### config.mk
export PLATFORM = sky130hd
export DESIGN_NAME = cpet_ctrl
export DESIGN_NICKNAME = d
export VERILOG_FILES = /design/src/rtl/cpet_pkg.sv /design/src/rtl/cpet_ctrl.sv
export SDC_FILE = /design/constraint.sdc
export NUM_CORES = 1
export LEC_CHECK = 0
export ABC_CLOCK_PERIOD_IN_PS = 3700
export BUFFER_PORTS_ARGS = -buffer_cell sky130_fd_sc_hd__clkbuf_2
export CAP_MARGIN = 20
export CORE_AREA = 2 2 39 41
export CTS_BUF_LIST = sky130_fd_sc_hd__clkbuf_8 sky130_fd_sc_hd__clkbuf_16
export CTS_CLUSTER_DIAMETER = 50
export DETAILED_ROUTE_END_ITERATION = 10
export DIE_AREA = 0 0 41 43
export PLACE_DENSITY_LB_ADDON = 0.12
export SLEW_MARGIN = 20
export SYNTH_ARGS = -nofsm -noshare
export SYNTH_HDL_FRONTEND = slang
export SYNTH_SLANG_ARGS = --single-unit
### constraint.sdc
create_clock -name i_clk -period 3.7 [get_ports i_clk]
set_input_delay 0.185 -clock i_clk [delete_from_list [all_inputs] [get_ports i_clk]]
set_output_delay 0.185 -clock i_clk [all_outputs]
set_load 0.01 [all_outputs]
### src/rtl/cpet_pkg.sv
// cpet_pkg: shared types and constants for the collision pair event tracker.
// No dependencies; used by every rtl file of the block.
`timescale 1ns / 1ps
package cpet_pkg;

    // event codes on the result word
    localparam logic [1:0] EV_NONE  = 2'd0;
    localparam logic [1:0] EV_ENTER = 2'd1;
    localparam logic [1:0] EV_STAY  = 2'd2;
    localparam logic [1:0] EV_EXIT  = 2'd3;

    // operation codes on the input word
    localparam logic OP_CHECK = 1'b0;
    localparam logic OP_CLEAR = 1'b1;

    localparam int KEY_W = 64;

    typedef enum logic [2:0] {
        S_IDLE,
        S_SETUP,
        S_READ,
        S_CMP,
        S_DONE
    } t_state;

    // controller to datapath
    typedef struct packed {
        logic capture;   // latch the input word, reset the scan
        logic rd_en;     // read the slot at the scan index
        logic scan_inc;  // step to the next slot
        logic hit_set;   // key matched: record slot and touching bit
        logic finish;    // update table, emit the result word
    } t_cmd;

    // datapath to controller
    typedef struct packed {
        logic is_clear;
        logic used_zero;
        logic last;
        logic key_match;
    } t_status;

endpackage

### src/rtl/cpet_ctrl.sv
// cpet_ctrl: sequencer for lookup, insert and result of one word.
// Depends on cpet_pkg.
`timescale 1ns / 1ps
module cpet_ctrl (
    input  logic              i_clk,
    input  logic              i_rst_n,
    input  logic              i_go,
    input  cpet_pkg::t_status i_status,
    output cpet_pkg::t_cmd    o_cmd,
    output logic              o_busy
);
    import cpet_pkg::*;

    t_state r_state, n_state;

    // state register
    always_ff @(posedge i_clk) begin
        if (!i_rst_n) begin
            r_state <= S_IDLE;
        end else begin
            r_state <= n_state;
        end
    end

    // next state and commands
    always_comb begin
        n_state = r_state;
        o_cmd   = '0;
        unique case (r_state)
            S_IDLE: begin
                if (i_go) begin
                    o_cmd.capture = 1'b1;
                    n_state       = S_SETUP;
                end
            end
            S_SETUP: begin
                if (i_status.is_clear || i_status.used_zero) begin
                    n_state = S_DONE;
                end else begin
                    o_cmd.rd_en = 1'b1;
                    n_state     = S_CMP;
                end
            end
            S_READ: begin
                o_cmd.rd_en = 1'b1;
                n_state     = S_CMP;
            end
            S_CMP: begin
                if (i_status.key_match) begin
                    o_cmd.hit_set = 1'b1;
                    n_state       = S_DONE;
                end else if (i_status.last) begin
                    n_state = S_DONE;
                end else begin
                    o_cmd.scan_inc = 1'b1;
                    n_state        = S_READ;
                end
            end
            S_DONE: begin
                o_cmd.finish = 1'b1;
                n_state      = S_IDLE;
            end
            default: n_state = S_IDLE;
        endcase
    end

    assign o_busy = (r_state != S_IDLE);

endmodule

==> impl_metrics.yaml <==
die:
  die_h_um: 43
  start_util_pct: 15.3
  std_cell_rows: 14
  die_x_um: 41
  core-area_mm2: 0.00138
  io_pins: 13
  die_area_mm2: 0.00176
finish:
  regMostFlops: "r_state"
  drive_gt1_share_pct: 50.0
  top_regs: "r_state (3)"
  syn_to_final_growth_pct: 53.8
  nets: 46
  fillers: 163
  insertedDiodeCount: 0
  largest_reg_flops: 3
setup_path:
  path_cells: "or4b_4, a21oi_1, clkbuf_2"
  cp.arrival_ns: 1.46
  end_kind: "primary output"
  critPathTopFamily: "simple AND/OR/NAND/NOR gates"
  slowest_delay_ns: 0.52
  ff2ff_path_depth: 2
  crit_type: "flip-flop to primary output"
  r2r_slack_ns: 2.50
  cp-start-kind: "flip-flop"
  crit_start: "r_state[0]"
  path_buf_inv: 1
  rr_startpoint: "r_state[0]"
  timing.rr.end: "r_state[1]"
  path_depth: 3
  cp_max_fo: 9
  crit_slowest_cell: "or4b_4"
  cp_data_required_time_ns: 3.51
placement:
  dp_worst_setup_slack_ns: 2.25
  io_buffers: 12
  gp_congestion: 0.704
  hpwl_um: 419
logic_synthesis:
  yosysTopAreaCellShare_pct: 28.4
  synth_area_um2: 211
  seq_area_frac_synth_pct: 28.4
  synth_seq_cells: 3
  synth_cells: 23
  ys_warn_count: 0
  synth_fp_nets: 30
  synth_cell_types: 18
  synth_area_per_cell_um2: 9.19
  ys_top_cells_by_area: "dfxtp_1 28%, nand3b_1 7.1%, or4b_4 6.5%, o22ai_2 5.9%, and4b_2 5.3%"
  yosysTopAreaCell: "dfxtp_1"
route:
  antenna_left: 0
  routed_via_density: 4.22
  drt_iter0_markers: 3
  wl_per_cell_um: 10.4
  wirelength_um: 564
  vias: 228
  drt_pass1_iterations: 2
  drc: 0
power:
  p_seq_share_pct: 25.4
  power_uw: 149
  clkPwrFrac_pct: 61.5
  pwr-share-comb_pct: 13.1
  power_leakage_uw: 0.000155
  power_density_mw_per_mm2: 458
  ir_drop_v: 0.0000853
  switching_share_pct: 22.6
  p_sw_uw: 33.7
  internal-power_uw: 115
cts:
  cts_made_buffers: 3
  post_cts_resized: 0
  clock-sinks: 3
  h-tree-depth: 1
  cts_root_buf: "clkbuf_8"
  worstSkewPairLatency_ns: 0.21
  ctsHoldBuffers: 0
  clkTransAtPathRegs_ns: 0.03
  post_cts_buffers: 0
  clock_path_buffers: 2
  cts_tree: "built"
run:
  cap_violations: 0
sta:
  fin_ws_ns: 2.06
  max_slew_margin_pct: 81.1
  hold_viol: 0
  slew_viol_final: 0
  finalCriticalPeriod_ns: 1.64
  fin_skew_ns: 0.00286
  finalSetupTns_ns: 0
  rsz0062_at_grt: "false"
  period_share_pct: 44.4
  tightest_slew_ns: 0.284
  fmax_ghz: 0.608
  setup_violations: 0
hold_path:
  hold_path_depth: 3
  hp-class: "input port to flip-flop"
  hp-start: "i_rst_n"
  holdPathEnd: "r_state[2]"
global_routing:
  grt_pass1_wl_um: 903
  antenna_found_initial: 0
  overflow: 0
  grt_max_degree: 11
  grt_usage_pct: 8.02
  grt_pass1_vias: 237
run_status:
  outcome: "complete, no violations"
layer usage:
layer  vias up  global-route usage, %  wire (um)
met1       102                   8.65        241
met5         -                      0          0
met3         0                   3.14         32
met2        10                   10.9        290
met4         0                   8.00          0
li1        116                      -          -
worst max path at each step:
stage / endpoint / slack [ns]
finish: o_cmd[3] / 2.06
global route: o_cmd[3] / 1.96
floorplan: o_cmd[3] / 2.33
detailed placement: o_cmd[3] / 2.25
global placement: o_cmd[3] / 2.26
CTS: o_cmd[3] / 2.02
synthesized netlist by cell type (all sizes together):
master / n
a21oi: 2
nand2b: 1
buf: 1
or4b: 1
nand3b: 2
and4b: 2
a211oi: 1
dfxtp: 3
or2b: 1
inv: 1
or3: 1
nor3b: 1
nor2: 2
o21a: 1
nor3: 1
o21bai: 1
o22ai: 1
metrics by stage:
step,std cells,hold slack (ns),util [%],instance area (um2)
finish,54,0.247,23.5,325
global route,54,0.274,23.5,325
CTS,54,0.250,23.5,325
detailed placement,50,0.476,20.3,280
global placement,50,0.484,20.3,280
floorplan,23,0.336,-,211
power by group through the flow:
| stage | Combinational [uW] | Clock [uW] | Sequential, uW |
|---|---|---|---|
| global route | 21.7 | 97.8 | 38.5 |
| floorplan | 12.4 | 0 | 36.7 |
| finish | 19.6 | 91.6 | 37.9 |
| CTS | 19.9 | 93.8 | 38.1 |
| detailed placement | 19.8 | 0 | 38.5 |
| global placement | 19.8 | 0 | 38.5 |
area by class of cell:
class,instances,area (um2),area share [%]
sequential,3,60.1,18.5
clock inverter,1,3.75,1.15
tap,16,20.0,6.15
clock buffer,3,41.3,12.7
timing repair buffer,12,60.1,18.5
multi-input combinational,18,136,41.9
inverter,1,3.75,1.15
worst register-to-register path: cells and delay by family, from the launching register on:
kind               cells  cell delay [ns]
and+or+nand+nor        1             0.52
DFF                    1             0.45
AOI/OAI and AO/OA      1             0.17
layout by cell type, fill, tap and decap left out, types with 2 or more instances in the layout:
cell      count
dfxtp_1       3
nor2_1        2
clkbuf_8      3
nand3b_1      2
clkbuf_2     12
a21oi_1       2
inv_1         2
cell families (layout without fill, tap and decap cells):
group / after synthesis / in the layout / share of synthesized area [%]
buf+inv: 2 / 17 / 7.10
compound gates: 6 / 6 / 21.3
simple gates: 12 / 12 / 43.2
flops: 3 / 3 / 28.4
No activity file was read; power rests on OpenSTA's default activity.
